### config.mk
export PLATFORM = sky130hd
export DESIGN_NAME = lottery_ticket_scheduler_flat
export DESIGN_NICKNAME = d
export VERILOG_FILES = /design/src/rtl/lts_pkg.sv /design/src/rtl/lts_req_if.sv /design/src/rtl/lts_rsp_if.sv /design/src/rtl/lts_slot_cell.sv /design/src/rtl/lts_head_unit.sv /design/src/rtl/lts_mod_unit.sv /design/src/rtl/lottery_ticket_scheduler.sv /design/src/flat_wrapper.sv
export SDC_FILE = /design/constraint.sdc
export NUM_CORES = 1
export LEC_CHECK = 0
export BUFFER_PORTS_ARGS = -buffer_cell sky130_fd_sc_hd__buf_2
export CELL_PAD_IN_SITES_DETAIL_PLACEMENT = 2
export CELL_PAD_IN_SITES_GLOBAL_PLACEMENT = 2
export CORE_MARGIN = 4
export CORE_UTILIZATION = 45
export CTS_BUF_LIST = sky130_fd_sc_hd__clkbuf_8
export CTS_CLUSTER_SIZE = 28
export DETAILED_ROUTE_END_ITERATION = 10
export PLACE_DENSITY_LB_ADDON = 0.1
export SKIP_CTS_REPAIR_TIMING = 1
export SYNTH_ARGS = -nofsm -noshare
export SYNTH_HDL_FRONTEND = slang
export SYNTH_SLANG_ARGS = --single-unit
### constraint.sdc
create_clock -name clk_i -period 8.2 [get_ports clk_i]
set_input_delay 1.64 -clock clk_i [delete_from_list [all_inputs] [get_ports clk_i]]
set_output_delay 1.64 -clock clk_i [all_outputs]
set_load 0.005 [all_outputs]
### src/rtl/lts_pkg.sv
`timescale 1ns / 1ps
`default_nettype none
// ----------------------------------------------------------------------------
// Lottery ticket scheduler package
// Shared constants, codes and types of the slot ring, the head unit and the
// remainder unit.
// ----------------------------------------------------------------------------
package lts_pkg;

  // Size of the slot table.
  localparam int SlotCount = 64;
  localparam int IdxW      = (SlotCount > 1) ? $clog2(SlotCount) : 1;

  // Transaction field widths.
  localparam int OpW     = 2;
  localparam int SlotW   = 6;
  localparam int NiceW   = 8;
  localparam int RandW   = 16;
  localparam int StatusW = 2;

  // Ticket arithmetic.
  localparam int TicketW          = 7;
  localparam int StartTicketsInt  = 20;
  localparam int TicketCapInt     = 100;
  localparam int TotalMaxInt      = SlotCount * TicketCapInt;
  localparam int TotalW           = $clog2(TotalMaxInt + 1);
  localparam int CmpW             = (IdxW > SlotW) ? IdxW : SlotW;

  localparam logic [TicketW-1:0] StartTickets = TicketW'(StartTicketsInt);
  localparam logic [TicketW-1:0] TicketCap    = TicketW'(TicketCapInt);
  // A nice value above this jumps straight to the cap.
  localparam logic [NiceW-1:0]   NiceBypass   = NiceW'(TicketCapInt - StartTicketsInt);

  typedef enum logic [OpW-1:0] {
    OP_START  = 2'd0,
    OP_STOP   = 2'd1,
    OP_NICE   = 2'd2,
    OP_EXPIRE = 2'd3
  } op_e;

  typedef enum logic [StatusW-1:0] {
    ST_OK         = 2'd0,
    ST_SLOT_ERR   = 2'd1,
    ST_NO_TICKETS = 2'd2
  } status_e;

  typedef enum logic [2:0] {
    S_IDLE,
    S_SCAN,
    S_WAIT_DIV,
    S_DRAW,
    S_DONE
  } state_e;

  // State of one process slot.
  typedef struct packed {
    logic               active;
    logic [TicketW-1:0] tickets;
    logic               winner;
  } slot_t;

  // Control from the sequencer to the head unit.
  typedef struct packed {
    logic              scan;
    logic              draw;
    op_e               op;
    logic              target_hit;
    logic              demote_hit;
    logic              walk_on;
    logic [NiceW-1:0]  nice;
    logic [TotalW-1:0] left;
  } head_ctl_t;

  // Results from the head unit back to the sequencer.
  typedef struct packed {
    slot_t             nxt;
    logic              apply;
    logic              win;
    logic [TotalW-1:0] left;
  } head_res_t;

endpackage : lts_pkg
`default_nettype wire

### src/rtl/lts_req_if.sv
`timescale 1ns / 1ps
`default_nettype none
// ----------------------------------------------------------------------------
// Scheduler request channel
// Valid/ready channel that carries one scheduler operation per transaction.
// ----------------------------------------------------------------------------
interface lts_req_if;
  logic                      valid;
  logic                      ready;
  logic [lts_pkg::OpW-1:0]   operation;
  logic [lts_pkg::SlotW-1:0] slot;
  logic [lts_pkg::NiceW-1:0] nice_value;
  logic [lts_pkg::RandW-1:0] random_value;

  modport source (
    output valid, operation, slot, nice_value, random_value,
    input  ready
  );

  modport sink (
    input  valid, operation, slot, nice_value, random_value,
    output ready
  );
endinterface : lts_req_if
`default_nettype wire

### src/rtl/lts_rsp_if.sv
`timescale 1ns / 1ps
`default_nettype none
// ----------------------------------------------------------------------------
// Scheduler response channel
// Valid/ready channel that carries one scheduler result per transaction.
// ----------------------------------------------------------------------------
interface lts_rsp_if;
  logic                        valid;
  logic                        ready;
  logic [lts_pkg::StatusW-1:0] status;
  logic                        winner_valid;
  logic [lts_pkg::SlotW-1:0]   winner_slot;
  logic [lts_pkg::SlotW-1:0]   demoted_slot;

  modport source (
    output valid, status, winner_valid, winner_slot, demoted_slot,
    input  ready
  );

  modport sink (
    input  valid, status, winner_valid, winner_slot, demoted_slot,
    output ready
  );
endinterface : lts_rsp_if
`default_nettype wire

### src/rtl/lts_slot_cell.sv
`timescale 1ns / 1ps
`default_nettype none
// ----------------------------------------------------------------------------
// Slot ring cell
// Holds the state of one process slot and takes its neighbor's state on
// every shift cycle of the ring.
// ----------------------------------------------------------------------------
module lts_slot_cell (
  input  wire logic           clk_i,
  input  wire logic           rst_ni,
  input  wire logic           shift_i,
  input  wire lts_pkg::slot_t cell_i,
  output lts_pkg::slot_t      cell_o
);
  import lts_pkg::*;

  slot_t cell_q, cell_d;

  // Take the neighbor's slot state while the ring rotates.
  always_comb begin
    cell_d = cell_q;
    if (shift_i) begin
      cell_d = cell_i;
    end
  end

  // Slots come out of reset free, with no tickets, in the loser queue.
  always_ff @(posedge clk_i or negedge rst_ni) begin
    if (!rst_ni) begin
      cell_q <= '0;
    end else begin
      cell_q <= cell_d;
    end
  end

  assign cell_o = cell_q;

endmodule : lts_slot_cell
`default_nettype wire

### src/rtl/lts_head_unit.sv
`timescale 1ns / 1ps
`default_nettype none
// ----------------------------------------------------------------------------
// Slot ring head unit
// Applies start, stop and nice updates to the slot at the head of the ring,
// and performs the demotion and the ticket walk of a draw.
// ----------------------------------------------------------------------------
module lts_head_unit (
  input  wire lts_pkg::slot_t     cur_i,
  input  wire lts_pkg::head_ctl_t ctl_i,
  output lts_pkg::head_res_t      res_o
);
  import lts_pkg::*;

  logic [TicketW+1:0] nice_sum;
  logic [TicketW-1:0] nice_tickets;
  logic [TotalW-1:0]  cur_total;

  // New ticket count of a nice operation, capped.
  always_comb begin
    nice_sum = {2'b00, cur_i.tickets} + {{(TicketW + 2 - NiceW){1'b0}}, ctl_i.nice};
    if (ctl_i.nice > NiceBypass) begin
      nice_tickets = TicketCap;
    end else if (nice_sum > (TicketW + 2)'(TicketCapInt)) begin
      nice_tickets = TicketCap;
    end else begin
      nice_tickets = nice_sum[TicketW-1:0];
    end
  end

  assign cur_total = TotalW'(cur_i.tickets);

  // Slot update and draw step for the slot at the head.
  always_comb begin
    res_o.nxt   = cur_i;
    res_o.apply = 1'b0;
    res_o.win   = 1'b0;
    res_o.left  = ctl_i.left;
    if (ctl_i.scan && ctl_i.target_hit) begin
      unique case (ctl_i.op)
        OP_START: begin
          if (!cur_i.active) begin
            res_o.nxt.active  = 1'b1;
            res_o.nxt.tickets = StartTickets;
            res_o.nxt.winner  = 1'b0;
            res_o.apply       = 1'b1;
          end
        end
        OP_STOP: begin
          if (cur_i.active) begin
            res_o.nxt   = '0;
            res_o.apply = 1'b1;
          end
        end
        OP_NICE: begin
          if (cur_i.active) begin
            res_o.nxt.tickets = nice_tickets;
            res_o.apply       = 1'b1;
          end
        end
        OP_EXPIRE: begin
          res_o.nxt = cur_i;
        end
      endcase
    end
    if (ctl_i.draw) begin
      // Demotion comes first, so that a slot that wins again stays a winner.
      if (ctl_i.demote_hit) begin
        res_o.nxt.winner = 1'b0;
      end
      if (ctl_i.walk_on && cur_i.active) begin
        if (ctl_i.left < cur_total) begin
          res_o.win        = 1'b1;
          res_o.nxt.winner = 1'b1;
        end else begin
          res_o.left = ctl_i.left - cur_total;
        end
      end
    end
  end

endmodule : lts_head_unit
`default_nettype wire

### src/rtl/lts_mod_unit.sv
`timescale 1ns / 1ps
`default_nettype none
// ----------------------------------------------------------------------------
// Ticket remainder unit
// Restoring remainder of the random number by the ticket total, one dividend
// bit per cycle.
// ----------------------------------------------------------------------------
module lts_mod_unit (
  input  wire logic                        clk_i,
  input  wire logic                        rst_ni,
  input  wire logic                        start_i,
  input  wire logic [lts_pkg::RandW-1:0]   dividend_i,
  input  wire logic [lts_pkg::TotalW-1:0]  divisor_i,
  output logic                             done_o,
  output logic [lts_pkg::TotalW-1:0]       rem_o
);
  import lts_pkg::*;

  localparam int CntW = $clog2(RandW + 1);

  logic              busy_q, busy_d;
  logic [CntW-1:0]   cnt_q, cnt_d;
  logic [RandW-1:0]  dvd_q, dvd_d;
  logic [TotalW-1:0] dsr_q, dsr_d;
  logic [TotalW-1:0] rem_q, rem_d;
  logic [TotalW:0]   trial;
  logic [TotalW:0]   diff;

  // One restoring step: shift in the next dividend bit, subtract if it fits.
  assign trial = {rem_q, dvd_q[RandW-1]};
  assign diff  = trial - {1'b0, dsr_q};

  always_comb begin
    busy_d = busy_q;
    cnt_d  = cnt_q;
    dvd_d  = dvd_q;
    dsr_d  = dsr_q;
    rem_d  = rem_q;
    if (start_i) begin
      busy_d = 1'b1;
      cnt_d  = CntW'(RandW);
      dvd_d  = dividend_i;
      dsr_d  = divisor_i;
      rem_d  = '0;
    end else if (busy_q) begin
      dvd_d = dvd_q << 1;
      cnt_d = cnt_q - CntW'(1);
      if (trial >= {1'b0, dsr_q}) begin
        rem_d = diff[TotalW-1:0];
      end else begin
        rem_d = trial[TotalW-1:0];
      end
      if (cnt_q == CntW'(1)) begin
        busy_d = 1'b0;
      end
    end
  end

  // Control state.
  always_ff @(posedge clk_i or negedge rst_ni) begin
    if (!rst_ni) begin
      busy_q <= 1'b0;
      cnt_q  <= '0;
    end else begin
      busy_q <= busy_d;
      cnt_q  <= cnt_d;
    end
  end

  // Operands and partial remainder.
  always_ff @(posedge clk_i) begin
    dvd_q <= dvd_d;
    dsr_q <= dsr_d;
    rem_q <= rem_d;
  end

  assign done_o = !busy_q;
  assign rem_o  = rem_q;

endmodule : lts_mod_unit
`default_nettype wire

### src/rtl/lottery_ticket_scheduler.sv
`timescale 1ns / 1ps
`default_nettype none
// ----------------------------------------------------------------------------
// Lottery ticket scheduler
// Lottery scheduling over a ring of process slot cells that rotates past a
// single head unit.
// ----------------------------------------------------------------------------
// Usage:
//   req_i carries one operation per transaction: start, stop or nice of a
//   slot, or a quantum expiry that demotes a slot and draws a new winner.
//   rsp_o returns exactly one result per request, in request order.
//   The slot states sit in a ring of SlotCount cells. An operation rotates
//   the ring once past the head unit, which updates the slot it targets.
//   A quantum expiry on an active slot rotates it a second time to demote
//   and walk the tickets; the remainder of the random number by the ticket
//   total is formed bit-serially during the first rotation.
//   One request is in work at a time: a new request is accepted only once
//   the result of the last one has entered the result register.
//   Reset frees all slots and clears the ticket total and the last winner
//   at once; no clearing pass is needed.
//   The result register holds a result while the receiver stalls; the next
//   request is still accepted and worked on, and its result waits until the
//   register is free.
// ----------------------------------------------------------------------------
module lottery_ticket_scheduler (
  input  wire logic clk_i,
  input  wire logic rst_ni,
  lts_req_if.sink   req_i,
  lts_rsp_if.source rsp_o
);
  import lts_pkg::*;

  state_e             state_q, state_d;
  logic [IdxW-1:0]    pos_q, pos_d;
  op_e                op_q, op_d;
  logic [SlotW-1:0]   slot_q, slot_d;
  logic [NiceW-1:0]   nice_q, nice_d;
  logic [TotalW-1:0]  total_q, total_d;
  logic [SlotW-1:0]   lastw_q, lastw_d;
  logic               hit_act_q, hit_act_d;
  logic               hit_win_q, hit_win_d;
  logic               applied_q, applied_d;
  logic               walk_en_q, walk_en_d;
  logic               found_q, found_d;
  logic [SlotW-1:0]   wslot_q, wslot_d;
  logic [SlotW-1:0]   dslot_q, dslot_d;
  logic [TotalW-1:0]  left_q, left_d;
  logic               out_valid_q, out_valid_d;
  status_e            out_status_q, out_status_d;
  logic               out_wvalid_q, out_wvalid_d;
  logic [SlotW-1:0]   out_wslot_q, out_wslot_d;
  logic [SlotW-1:0]   out_dslot_q, out_dslot_d;

  logic               req_accept;
  logic               shift_en;
  logic               pos_last;
  logic               target_hit;
  logic               hit_act_now;
  logic               hit_win_now;
  logic               out_free;
  logic               div_done;
  logic [TotalW-1:0]  div_rem;
  status_e            result_status;
  head_ctl_t          head_ctl;
  head_res_t          head_res;
  slot_t              cells [SlotCount];

  // Ring of slot cells; the head unit output closes the ring.
  for (genvar k = 0; k < SlotCount; k++) begin : g_ring
    if (k == SlotCount - 1) begin : g_tail
      lts_slot_cell u_cell (
        .clk_i   (clk_i),
        .rst_ni  (rst_ni),
        .shift_i (shift_en),
        .cell_i  (head_res.nxt),
        .cell_o  (cells[k])
      );
    end else begin : g_body
      lts_slot_cell u_cell (
        .clk_i   (clk_i),
        .rst_ni  (rst_ni),
        .shift_i (shift_en),
        .cell_i  (cells[k+1]),
        .cell_o  (cells[k])
      );
    end
  end

  lts_head_unit u_head (
    .cur_i (cells[0]),
    .ctl_i (head_ctl),
    .res_o (head_res)
  );

  lts_mod_unit u_mod (
    .clk_i      (clk_i),
    .rst_ni     (rst_ni),
    .start_i    (req_accept),
    .dividend_i (req_i.random_value),
    .divisor_i  (total_q),
    .done_o     (div_done),
    .rem_o      (div_rem)
  );

  // Ring position and slot matching.
  assign pos_last    = (pos_q == IdxW'(SlotCount - 1));
  assign target_hit  = (CmpW'(pos_q) == CmpW'(slot_q));
  assign hit_act_now = hit_act_q | (target_hit & cells[0].active);
  assign hit_win_now = hit_win_q | (target_hit & cells[0].winner);
  assign out_free    = !out_valid_q || rsp_o.ready;
  assign req_accept  = req_i.valid && req_i.ready;

  // Next state.
  always_comb begin
    state_d = state_q;
    unique case (state_q)
      S_IDLE: begin
        if (req_accept) begin
          state_d = S_SCAN;
        end
      end
      S_SCAN: begin
        if (pos_last) begin
          if (op_q == OP_EXPIRE && hit_act_now) begin
            state_d = S_WAIT_DIV;
          end else begin
            state_d = S_DONE;
          end
        end
      end
      S_WAIT_DIV: begin
        if (div_done) begin
          state_d = S_DRAW;
        end
      end
      S_DRAW: begin
        if (pos_last) begin
          state_d = S_DONE;
        end
      end
      S_DONE: begin
        if (out_free) begin
          state_d = S_IDLE;
        end
      end
      default: begin
        state_d = S_IDLE;
      end
    endcase
  end

  // State outputs: handshake, ring shift and head unit control.
  always_comb begin
    req_i.ready         = (state_q == S_IDLE);
    shift_en            = (state_q == S_SCAN) || (state_q == S_DRAW);
    head_ctl.scan       = (state_q == S_SCAN);
    head_ctl.draw       = (state_q == S_DRAW);
    head_ctl.op         = op_q;
    head_ctl.target_hit = target_hit;
    head_ctl.demote_hit = (CmpW'(pos_q) == CmpW'(dslot_q));
    head_ctl.walk_on    = walk_en_q && !found_q;
    head_ctl.nice       = nice_q;
    head_ctl.left       = left_q;
  end

  // Result status of the finished operation.
  always_comb begin
    if (op_q == OP_EXPIRE) begin
      if (!hit_act_q) begin
        result_status = ST_SLOT_ERR;
      end else if (!walk_en_q) begin
        result_status = ST_NO_TICKETS;
      end else begin
        result_status = ST_OK;
      end
    end else if (applied_q) begin
      result_status = ST_OK;
    end else begin
      result_status = ST_SLOT_ERR;
    end
  end

  // Datapath registers of the sequencer.
  always_comb begin
    pos_d        = pos_q;
    op_d         = op_q;
    slot_d       = slot_q;
    nice_d       = nice_q;
    total_d      = total_q;
    lastw_d      = lastw_q;
    hit_act_d    = hit_act_q;
    hit_win_d    = hit_win_q;
    applied_d    = applied_q;
    walk_en_d    = walk_en_q;
    found_d      = found_q;
    wslot_d      = wslot_q;
    dslot_d      = dslot_q;
    left_d       = left_q;
    out_valid_d  = out_valid_q;
    out_status_d = out_status_q;
    out_wvalid_d = out_wvalid_q;
    out_wslot_d  = out_wslot_q;
    out_dslot_d  = out_dslot_q;

    if (shift_en) begin
      pos_d = pos_last ? '0 : pos_q + IdxW'(1);
    end

    if (out_valid_q && rsp_o.ready) begin
      out_valid_d = 1'b0;
    end

    unique case (state_q)
      S_IDLE: begin
        if (req_accept) begin
          op_d      = op_e'(req_i.operation);
          slot_d    = req_i.slot;
          nice_d    = req_i.nice_value;
          hit_act_d = 1'b0;
          hit_win_d = 1'b0;
          applied_d = 1'b0;
          found_d   = 1'b0;
        end
      end
      S_SCAN: begin
        if (target_hit) begin
          hit_act_d = cells[0].active;
          hit_win_d = cells[0].winner;
        end
        // Keep the total equal to the sum over the slots in use.
        if (head_res.apply) begin
          applied_d = 1'b1;
          total_d   = total_q - TotalW'(cells[0].tickets) + TotalW'(head_res.nxt.tickets);
        end
        if (pos_last) begin
          walk_en_d = (total_q != '0);
          dslot_d   = hit_win_now ? slot_q : lastw_q;
        end
      end
      S_WAIT_DIV: begin
        left_d = div_rem;
      end
      S_DRAW: begin
        left_d = head_res.left;
        if (head_res.win) begin
          found_d = 1'b1;
          wslot_d = SlotW'(pos_q);
          lastw_d = SlotW'(pos_q);
        end
      end
      S_DONE: begin
        if (out_free) begin
          out_valid_d  = 1'b1;
          out_status_d = result_status;
          out_wvalid_d = (op_q == OP_EXPIRE) && found_q;
          out_wslot_d  = ((op_q == OP_EXPIRE) && found_q) ? wslot_q : '0;
          out_dslot_d  = ((op_q == OP_EXPIRE) && hit_act_q) ? dslot_q : '0;
        end
      end
      default: begin
        pos_d = pos_q;
      end
    endcase
  end

  // Control state.
  always_ff @(posedge clk_i or negedge rst_ni) begin
    if (!rst_ni) begin
      state_q     <= S_IDLE;
      pos_q       <= '0;
      total_q     <= '0;
      lastw_q     <= '0;
      out_valid_q <= 1'b0;
    end else begin
      state_q     <= state_d;
      pos_q       <= pos_d;
      total_q     <= total_d;
      lastw_q     <= lastw_d;
      out_valid_q <= out_valid_d;
    end
  end

  // Operation operands, draw bookkeeping and result payload.
  always_ff @(posedge clk_i) begin
    op_q         <= op_d;
    slot_q       <= slot_d;
    nice_q       <= nice_d;
    hit_act_q    <= hit_act_d;
    hit_win_q    <= hit_win_d;
    applied_q    <= applied_d;
    walk_en_q    <= walk_en_d;
    found_q      <= found_d;
    wslot_q      <= wslot_d;
    dslot_q      <= dslot_d;
    left_q       <= left_d;
    out_status_q <= out_status_d;
    out_wvalid_q <= out_wvalid_d;
    out_wslot_q  <= out_wslot_d;
    out_dslot_q  <= out_dslot_d;
  end

  // Response channel.
  assign rsp_o.valid        = out_valid_q;
  assign rsp_o.status       = out_status_q;
  assign rsp_o.winner_valid = out_wvalid_q;
  assign rsp_o.winner_slot  = out_wslot_q;
  assign rsp_o.demoted_slot = out_dslot_q;

  // The ring is back in index order whenever no operation is in work.
  a_ring_aligned: assert property (
    @(posedge clk_i) disable iff (!rst_ni)
    state_q == S_IDLE |-> pos_q == '0
  ) else $error("slot ring not aligned while idle");

  // The ticket total never exceeds every slot at the cap.
  a_total_bound: assert property (
    @(posedge clk_i) disable iff (!rst_ni)
    total_q <= TotalW'(TotalMaxInt)
  ) else $error("ticket total out of range");

  // A winner is only reported with an ok status.
  a_winner_ok: assert property (
    @(posedge clk_i) disable iff (!rst_ni)
    rsp_o.valid && rsp_o.winner_valid |-> rsp_o.status == ST_OK
  ) else $error("winner reported with error status");

  // Only one slot wins per draw: once found, the walk stays finished.
  a_single_win: assert property (
    @(posedge clk_i) disable iff (!rst_ni)
    state_q == S_DRAW && found_q |-> !head_res.win
  ) else $error("second winner in one draw");

endmodule : lottery_ticket_scheduler
`default_nettype wire

### src/flat_wrapper.sv
// flat-port wrapper written by rule: the top's interface ports become plain ports
module lottery_ticket_scheduler_flat import lts_pkg::*;
  (clk_i, rst_ni, req_i_valid, req_i_operation, req_i_slot, req_i_nice_value, req_i_random_value, req_i_ready, rsp_o_valid, rsp_o_status, rsp_o_winner_valid, rsp_o_winner_slot, rsp_o_demoted_slot, rsp_o_ready);
  lts_req_if req_i_i ();
  lts_rsp_if rsp_o_i ();
  input  wire logic clk_i;
  input  wire logic rst_ni;
  input wire logic [$bits(req_i_i.valid)-1:0] req_i_valid;
  input wire logic [$bits(req_i_i.operation)-1:0] req_i_operation;
  input wire logic [$bits(req_i_i.slot)-1:0] req_i_slot;
  input wire logic [$bits(req_i_i.nice_value)-1:0] req_i_nice_value;
  input wire logic [$bits(req_i_i.random_value)-1:0] req_i_random_value;
  output wire logic [$bits(req_i_i.ready)-1:0] req_i_ready;
  output wire logic [$bits(rsp_o_i.valid)-1:0] rsp_o_valid;
  output wire logic [$bits(rsp_o_i.status)-1:0] rsp_o_status;
  output wire logic [$bits(rsp_o_i.winner_valid)-1:0] rsp_o_winner_valid;
  output wire logic [$bits(rsp_o_i.winner_slot)-1:0] rsp_o_winner_slot;
  output wire logic [$bits(rsp_o_i.demoted_slot)-1:0] rsp_o_demoted_slot;
  input wire logic [$bits(rsp_o_i.ready)-1:0] rsp_o_ready;
  assign req_i_i.valid = req_i_valid;
  assign req_i_i.operation = req_i_operation;
  assign req_i_i.slot = req_i_slot;
  assign req_i_i.nice_value = req_i_nice_value;
  assign req_i_i.random_value = req_i_random_value;
  assign req_i_ready = req_i_i.ready;
  assign rsp_o_valid = rsp_o_i.valid;
  assign rsp_o_status = rsp_o_i.status;
  assign rsp_o_winner_valid = rsp_o_i.winner_valid;
  assign rsp_o_winner_slot = rsp_o_i.winner_slot;
  assign rsp_o_demoted_slot = rsp_o_i.demoted_slot;
  assign rsp_o_i.ready = rsp_o_ready;
  lottery_ticket_scheduler u_core (.clk_i(clk_i), .rst_ni(rst_ni), .req_i(req_i_i), .rsp_o(rsp_o_i));
endmodule
; After elaboration in Yosys (flattened, before gate mapping)
; Cells that the tools add are included.
[word_totals]
register_bits = 714
input_bits = 36
output_inout_bits = 17
[op_classes]
addsub = 7
n_lt_le_gt_ge = 4
eq_ne = 21
mux = 53
bitwise_logic = 4
reduce_logical = 31
[ops]
columns = op, n
row1 = 16-bit 2-to-1 mux, 2
row2 = 14-bit 2-to-1 mux, 2
row3 = 7-bit one-hot mux with 4 select lines, 1
row4 = 13-bit 2-to-1 mux, 2
row5 = 13-bit one-hot mux with 2 select lines, 1
row6 = 13-bit by 7-bit subtractor with 13-bit output, 2
row7 = 7-bit 2-to-1 mux, 3
row8 = 1-bit 2-to-1 mux, 18
row9 = 3-bit 2-to-1 mux, 6
row10 = 9-bit 2-to-1 mux, 2
row11 = 3-bit one-hot mux with 5 select lines, 1
row12 = 14-bit by 13-bit greater-or-equal comparator with 1-bit output, 1
row13 = 13-bit by 7-bit adder with 13-bit output, 1
row14 = 13-bit by 7-bit < comparator with 1-bit output, 1
row15 = 13-bit nonzero test, 1
row16 = 13-bit subtractor, 1
row17 = 6-bit == test, 2
row18 = 6-bit 2-to-1 mux, 2
row19 = 1-bit one-hot mux with 2 select lines, 6
row20 = 2-bit AND reduction, 6
row21 = 3-bit AND reduction, 4
row22 = 10-bit 2-to-1 mux, 1
row23 = 5-bit 2-to-1 mux, 2
row24 = 2-bit by 1-bit != test with 1-bit output (second input constant), 5
row25 = other kinds (25), 47

; Longest topological paths before layout
; Gate-level depths: netlist of run 1.
[depth]
depth_word = 11
ltp_mapped = 20
mapped_depth_nobuf = 20

; Modules after synthesis
; A second synthesis of run 1 with hierarchy kept.
[unflattened]
cells_unflattened = 1993
area_unflattened_um2 = 32128.3
[by_module_without_submodules]
columns = module, instances, cells_each, area_per_inst_um2
row1 = lts_slot_cell, 64, 19, 371.6
row2 = lottery_ticket_scheduler, 1, 354, 4449.3
row3 = lts_mod_unit, 1, 229, 2560.0
row4 = lts_head_unit, 1, 194, 1336.3

; Worst setup path before layout of run 1
; OpenSTA, ideal clock, no wires.
[synth_timing]
path_type = flip-flop to flip-flop
startpoint = register u_core.g_ring[0].g_body.u_cell.cell_q (netlist bit u_core.g_ring[0].g_body.u_cell.cell_o[1])
endpoint = register u_core.total_q[11]
t_arrival_ps = 4551
t_required_ps = 8066
path_slack_ps = 3515
stages_incl_launch_ff = 20
n_path_buf = 0
period_less_slack_ps = 4685
path_cell_list = dfrtp_1 > ha_1 > fa_1 > a21oi_1 > o211ai_1 > a21oi_1 > xnor2_1 > o311a_1 > and4bb_2 > a22o_1 > fa_1 > ha_1 > a211o_1 > a21oi_1 > o21ai_0 > a211oi_1 > o21bai_1 > a21oi_1 > xnor2_1 > o21ai_0
[synth_lines]
columns = item, line
row1 = start: declaration, lts_slot_cell.sv:17  ; slot_t cell_q, cell_d;
row2 = start signal: assignment, lts_slot_cell.sv:32  ; cell_q <= cell_d;
row3 = end signal: assignment, lottery_ticket_scheduler.sv:277  ; total_q <= total_d;
row4 = end: declaration, lottery_ticket_scheduler.sv:38  ; logic [TotalW-1:0] total_q, total_d;

==> reports/qor.csv, run 1 <==
metric;value;unit
synth_seq_area_share;62.5;%
slew_viol_final;0;
wirelength;77.2;mm
portBuffers;52;
power_density;263;nW/um^2
cts.clk_slew.worst_paths;60;ps
syn_to_final_growth;12.7;%
setup.worst_path.class;flip-flop to flip-flop;
gp_congestion;0.761;
yosysWarnings;0;
fin_crit;5500;ps
netlist_area;29200;sq um
hold_violations;0;
htreeDepth;3;
fp.dieW;263;microns
hold_ws;459;ps
via_per_inst;5.13;
grt_use_total;22.5;%
cp_max_fo;5;
synthFlopType;dfrtp_1;
arrival;6020;ps
grt_pass1_vias;24700;
ir_drop;173;uV
yosysUniqueCellTypes;68;
drc;0;
cts_buffers;121;
synth_edf_count;90;
drtAntennaViolNets;0;
ios;53;
startpoint_type;flip-flop;
initial_utilization;45.4;%
num_vias;21400;
overflow;0;
drive_gt1_share;8.86;%
hpwlAfterDp;44.0;mm
stdcell_area;32900;sq um
post_dp_cell_area;30100;sq um
clkLatencyLatePin;730;ps
synth_area_per_cell;9.23;sq um
grt_pass1_wl;130;mm
setup_viol;0;
worst_slew_pin_slew;1170;ps
leakagePower;17.8;nW
finalSetupTns;0;ps
finClkSkew;41.9;ps
diodes;0;
antenna_found_initial;0;
rsz0062_at_grt;no;
critical_path.endpoint_type;flip-flop;
synth_fp_nets;3253;
core;64300;sq um
maxSlewHeadroom;21.7;%
finalPower;8.67;mW
fin_crit_sh;67.0;%
grt_max_degree;189;
fp.dieH;263;microns
final_nets;3290;
timing.fmax;182;MHz
worstPathRequired;8730;ps
root_buffer;clkbuf_8;
ys_async_sr_fraction;85.6;%
dieArea;69000;sq um
synth-seq-cells;714;
hold_path.class;flip-flop to flip-flop;
tritoncts;done;
initialDrtViolationCount;1171;
num_rows;93;
status;completed;
cts.sinks;714;
dr.pass1.iters;5;
wl_per_cell;18.5;microns
cap_violations;0;
final_util;51.1;%
synthCells;3162;
cts_buffer_depth;3;
## cells by family (layout without fill, tap and decap cells)
logic type,Yosys count,after routing,share of synthesized area (%)
multiplexers,28,28,1.12
AND/OR/NAND/NOR,1935,1935,25.8
AO/OA/AOI/OAI,168,168,3.60
adder cells (fa/ha/maj),55,55,2.61
XOR/XNOR,52,52,1.56
flip-flops,714,714,62.5
buffers and inverters,210,354,2.76
## worst paths after layout
check,start,end,slack (ps),cells after the start
setup / recovery,u_core.g_ring[0].g_body.u_cell.cell_o[1],u_core.total_q[11],2700,19
hold / removal,u_core.g_ring[1].g_body.u_cell.cell_o[1],u_core.g_ring[0].g_body.u_cell.cell_o[1],460,2
setup reg to reg,u_core.g_ring[0].g_body.u_cell.cell_o[1],u_core.total_q[11],2700,19
hold reg to reg,u_core.g_ring[1].g_body.u_cell.cell_o[1],u_core.g_ring[0].g_body.u_cell.cell_o[1],460,2
max in group asynchronous,rst_ni,u_core.g_ring[4].g_body.u_cell.cell_o[2],5680,2
min in group asynchronous,rst_ni,u_core.u_mod.cnt_q[4],960,1
## power breakdown
group          switching [mW]  internal, mW
sequential              0.144          3.78
combinational           0.817         0.369
clock                    1.54          2.02
## synthesized netlist by cell type (3+ instances only)
master / number / area [sq um]
or3_1: 3 / 18.8
a21o_1: 8 / 60.1
nand3b_1: 5 / 37.5
o41ai_1: 5 / 43.8
xnor2_1: 30 / 263
mux2_2: 13 / 146
o21ai_0: 49 / 245
nor2b_1: 10 / 62.6
nand3_1: 12 / 60.1
fa_1: 10 / 200
o21a_1: 5 / 37.5
buf_1: 9 / 33.8
dfrtp_1: 611 / 15300
xor2_1: 22 / 193
and2_1: 18 / 113
a21oi_1: 51 / 255
nand4_1: 7 / 43.8
nand2b_1: 12 / 75.1
or2_2: 3 / 18.8
o31ai_1: 9 / 67.6
inv_1: 53 / 199
a22o_1: 9 / 78.8
ha_1: 45 / 563
nor2_1: 38 / 143
nand2_1: 1790 / 6720
nor4_1: 5 / 31.3
mux2_4: 6 / 90.1
edfxtp_1: 90 / 2700
o21bai_1: 4 / 30.0
buf_2: 5 / 25.0
mux2i_1: 9 / 90.1
dfxtp_1: 13 / 260
and3_1: 7 / 43.8
nor3_1: 13 / 65.1
a211oi_1: 5 / 37.5
nor4b_1: 3 / 26.3
clkbuf_1: 141 / 529
## flip-flops by register name, summed over array words and instances, names as in the netlist, 8 cells and up
register,count
u_core.u_mod.dvd_q,16
u_core.u_mod.rem_o,13
u_core.left_q,13
u_core.g_ring.g_body.u_cell.cell_o,567
u_core.nice_q,8
u_core.total_q,13
u_core.u_mod.dsr_q,13
u_core.g_ring.g_tail.u_cell.cell_o,9
## layout by cell type (no fill, tap or decap), types with 15 or more instances in the layout
cell type  count
nand2_1     1790
dfrtp_1      611
clkbuf_8     162
edfxtp_1      90
inv_1         85
a21oi_1       51
buf_2         51
o21ai_0       49
ha_1          45
nor2_1        38
xnor2_1       30
xor2_1        22
and2_1        18
clkinv_2      15
buf_4         15
## worst max-delay path, cell delays in order (launching register included)
cell and delay (ps):
dfrtp_1 470, ha_1 290, fa_1 480, a21oi_1 230, o211ai_1 130, a21oi_1 190
xnor2_1 170, o311a_1 260, and4bb_2 290, a22o_1 280, fa_1 530, ha_1 350
a211o_1 300, a21oi_1 180, o21ai_0 200, a211oi_1 430, o21bai_1 120, a21oi_1 190
xnor2_1 130, o21ai_0 90
## layout make-up
cell class	instances	area (sq um)
Clock inverter	68	529
Multi-Input combinational cell	2238	10200
Fill cell	6751	31500
Tap cell	855	1070
Sequential cell	714	18300
Clock buffer	162	2230
Timing Repair Buffer	71	463
Inverter	53	199
## per-layer routing
layer,share of wire (%),wire (microns),up-vias,track usage (%)
met4,1.6,1210,0,4.94
met3,3.3,2530,104,3.83
li1,-,-,9996,-
met2,51,39600,259,39.9
met5,0,0,-,0
met1,44,33900,11000,29.2
## metrics by stage
step	cells	worst slack, ps
after detailed placement	3931	2730
after global placement	3931	2890
final	4161	2700
after global routing	4161	2330
after CTS	4161	2670
after floorplan	3162	3520
(Power assumes the default switching activity.)
==> run 2: changes to the inputs <==
--- a/config.mk
+++ b/config.mk
@@ -9,7 +9,7 @@
 export CELL_PAD_IN_SITES_DETAIL_PLACEMENT = 2
 export CELL_PAD_IN_SITES_GLOBAL_PLACEMENT = 2
 export CORE_MARGIN = 4
-export CORE_UTILIZATION = 45
+export CORE_UTILIZATION = 38
 export CTS_BUF_LIST = sky130_fd_sc_hd__clkbuf_8
 export CTS_CLUSTER_SIZE = 28
 export DETAILED_ROUTE_END_ITERATION = 10
==> constraint.sdc (replaced) <==
create_clock -name clk_i -period 4.9 [get_ports clk_i]
set_input_delay 0.98 -clock clk_i [delete_from_list [all_inputs] [get_ports clk_i]]
set_output_delay 0.98 -clock clk_i [all_outputs]
set_load 0.005 [all_outputs]
==> run 2 against run 1 <==
Against the previous run: setup slack got worse by 2700 ps; wire length fell by 7.2%; cell count rose by 5.1%; fmax rose by 13%; first-iteration DRC count rose by 1.6%; via count fell by 0.37%; critical endpoint is now u_core.total_q[12]; largest cell class unchanged.
==> reports/qor.csv, run 2 (synthesized netlist as in run 1, its figures left out) <==
metric;value;unit
fillCellCount;8287;
final_util;43.8;%
worstPathRequired;5540;ps
path_cells;ha_4 -> fa_2 -> a21oi_2 -> o211ai_1 -> a21oi_1 -> xnor2_1 -> o311a_1 -> buf_4 -> o22ai_2 -> a221oi_2 -> buf_4 -> fa_1 -> inv_2 -> ha_4 -> o21ai_4 -> a21oi_4 -> o41ai_2 -> o221ai_1 -> buf_4 -> o41ai_4 -> xnor2_1 -> nor2_1 -> xor2_1;
hold_ws;309;ps
finClkSkew;24.3;ps
sequentialPowerShare;46.2;%
clkLatencyLatePin;760;ps
r2r-start;u_core.nice_q[0];
syn_to_final_growth;14.2;%
slowest_delay;430;ps
path_buf_inv;4;
dieArea;81300;sq um
num_rows;101;
num_vias;21300;
cell_internal_pwr;9.95;mW
fp.dieW;285;microns
r2r_cells;23;
reg2reg_to;u_core.total_q[12];
drc;0;
endpoint;u_core.total_q[12];
via_per_inst;4.87;
hpwlAfterDp;42.7;mm
arrival;5490;ps
drtAntennaViolNets;0;
final_cell_mix;nand2_1, dfrtp_1, clkbuf_8;
leakagePower;17.9;nW
setup.worst_path.class;flip-flop to flip-flop;
portBuffers;52;
core;76100;sq um
tritoncts;done;
maxSlewHeadroom;27.7;%
largest_register_ffs;567;
htreeDepth;4;
timing.fmax;206;MHz
critPathMostFrequentCell;buf_4;
setup_viol;0;
ios;53;
fin_crit;4850;ps
grt_max_degree;237;
combPwrFrac;14.9;%
gp_congestion;0.772;
hold_violations;0;
initial_utilization;38.4;%
rsz0062_at_grt;yes;
critPathSlowestCell;edfxtp_1;
dr.pass1.iters;5;
cap_violations;0;
startpoint_type;flip-flop;
cts_buffer_depth;3;
p_switching;4.18;mW
root_buffer;clkbuf_8;
grt_pass1_vias;23900;
cts.clk_slew.worst_paths;60;ps
ir_drop;180;uV
path_depth;23;
worst_slew_pin_slew;1080;ps
switching_share;29.6;%
grt_pass1_wl;122;mm
clock_power_share;38.9;%
fin_crit_sh;99.0;%
slew_viol_final;0;
final_nets;3333;
wl_per_cell;16.4;microns
critPathLaunch;u_core.nice_q[0];
initialDrtViolationCount;1190;
drive_gt1_share;10.1;%
status;completed;
overflow;0;
grt_use_total;17.9;%
critical_path.top_delay_family;compound AO/OA/AOI/OAI gates;
cts_buffers;131;
critical_path.endpoint_type;flip-flop;
cp_max_fo;3;
cts.sinks;714;
wirelength;71.6;mm
power_density;424;nW/um^2
mostFrequentLayoutCell;nand2_1;
antenna_found_initial;1;
hold_path.class;input port to async pin;
r2r_slack;50;ps
fp.dieH;285;microns
run 2: cell types whose count changed in the layout (fill, tap and decap cells not counted), moves of 5 or more:
cell	previous run	this run
buf_4	15	44
bufinv_16	8	2
clkbuf_8	162	153
clkinvlp_4	2	7
inv_1	85	99
run 2: through the flow:
step / power [mW] / cells / cell area, sq um / setup WS (ps) / TNS (ps)
after floorplan: 8.05 / 3162 / 29200 / 215 / 0
after global placement: 8.62 / 4133 / 30600 / -158 / -306
after detailed placement: 8.74 / 4133 / 30600 / -315 / -928
after CTS: 14.4 / 4366 / 33100 / -367 / -1070
after global routing: 15.0 / 4373 / 33300 / -221 / -334
final: 14.1 / 4373 / 33300 / 50.6 / 0
run 2: worst min path at each step:
stage / slack [ps] / endpoint / depth (start not counted) / startpoint
floorplan: 420 / u_core.wslot_q[2] / 0 / u_core.pos_q[2]
global placement: 440 / u_core.g_ring[1].g_body.u_cell.cell_o[1] / 2 / u_core.g_ring[2].g_body.u_cell.cell_o[1]
detailed placement: 460 / u_core.g_ring[2].g_body.u_cell.cell_o[3] / 2 / u_core.g_ring[3].g_body.u_cell.cell_o[3]
CTS: 270 / u_core.total_q[2] / 1 / rst_ni
global route: 320 / u_core.total_q[2] / 1 / rst_ni
finish: 310 / u_core.total_q[2] / 1 / rst_ni
run 2: final cells by class:
class	count	area, sq um	area share [%]
Sequential cell	714	18300	54.7
Antenna cell	1	2.50	0.00750
Clock inverter	80	418	1.25
Timing Repair Buffer	104	761	2.28
Multi-Input combinational cell	2238	10300	30.9
Clock buffer	153	2110	6.31
Inverter	53	199	0.597
Tap cell	1030	1290	3.86
run 2: power groups by stage:
stage               logic [mW]  clock network [mW]  registers (mW)
floorplan                 1.51                   0            6.54
global placement          2.01                   0            6.61
detailed placement        2.10                   0            6.64
CTS                       2.12                5.76            6.53
global route              2.39                6.07            6.56
finish                    2.10                5.50            6.53
run 2: worst reg2reg max path, cell delays in order, from the launching register on:
cell      delay [ps]
edfxtp_1         430
ha_4             190
fa_2             360
a21oi_2          170
o211ai_1         110
a21oi_1          180
xnor2_1          180
o311a_1          230
buf_4            130
o22ai_2           80
a221oi_2         330
buf_4            180
fa_1             410
inv_2             80
ha_4             200
o21ai_4           70
a21oi_4           60
o41ai_2          310
o221ai_1         140
buf_4            170
o41ai_4          290
xnor2_1          170
nor2_1            90
xor2_1           170
run 2: metal layers:
layer / share of wire [%] / global-route usage, % / vias up
met2: 49 / 30.2 / 234
li1: - / - / 10100
met4: 1.9 / 5.35 / 0
met1: 46 / 23.4 / 10900
met3: 3.3 / 3.81 / 112
met5: 0 / 0 / -
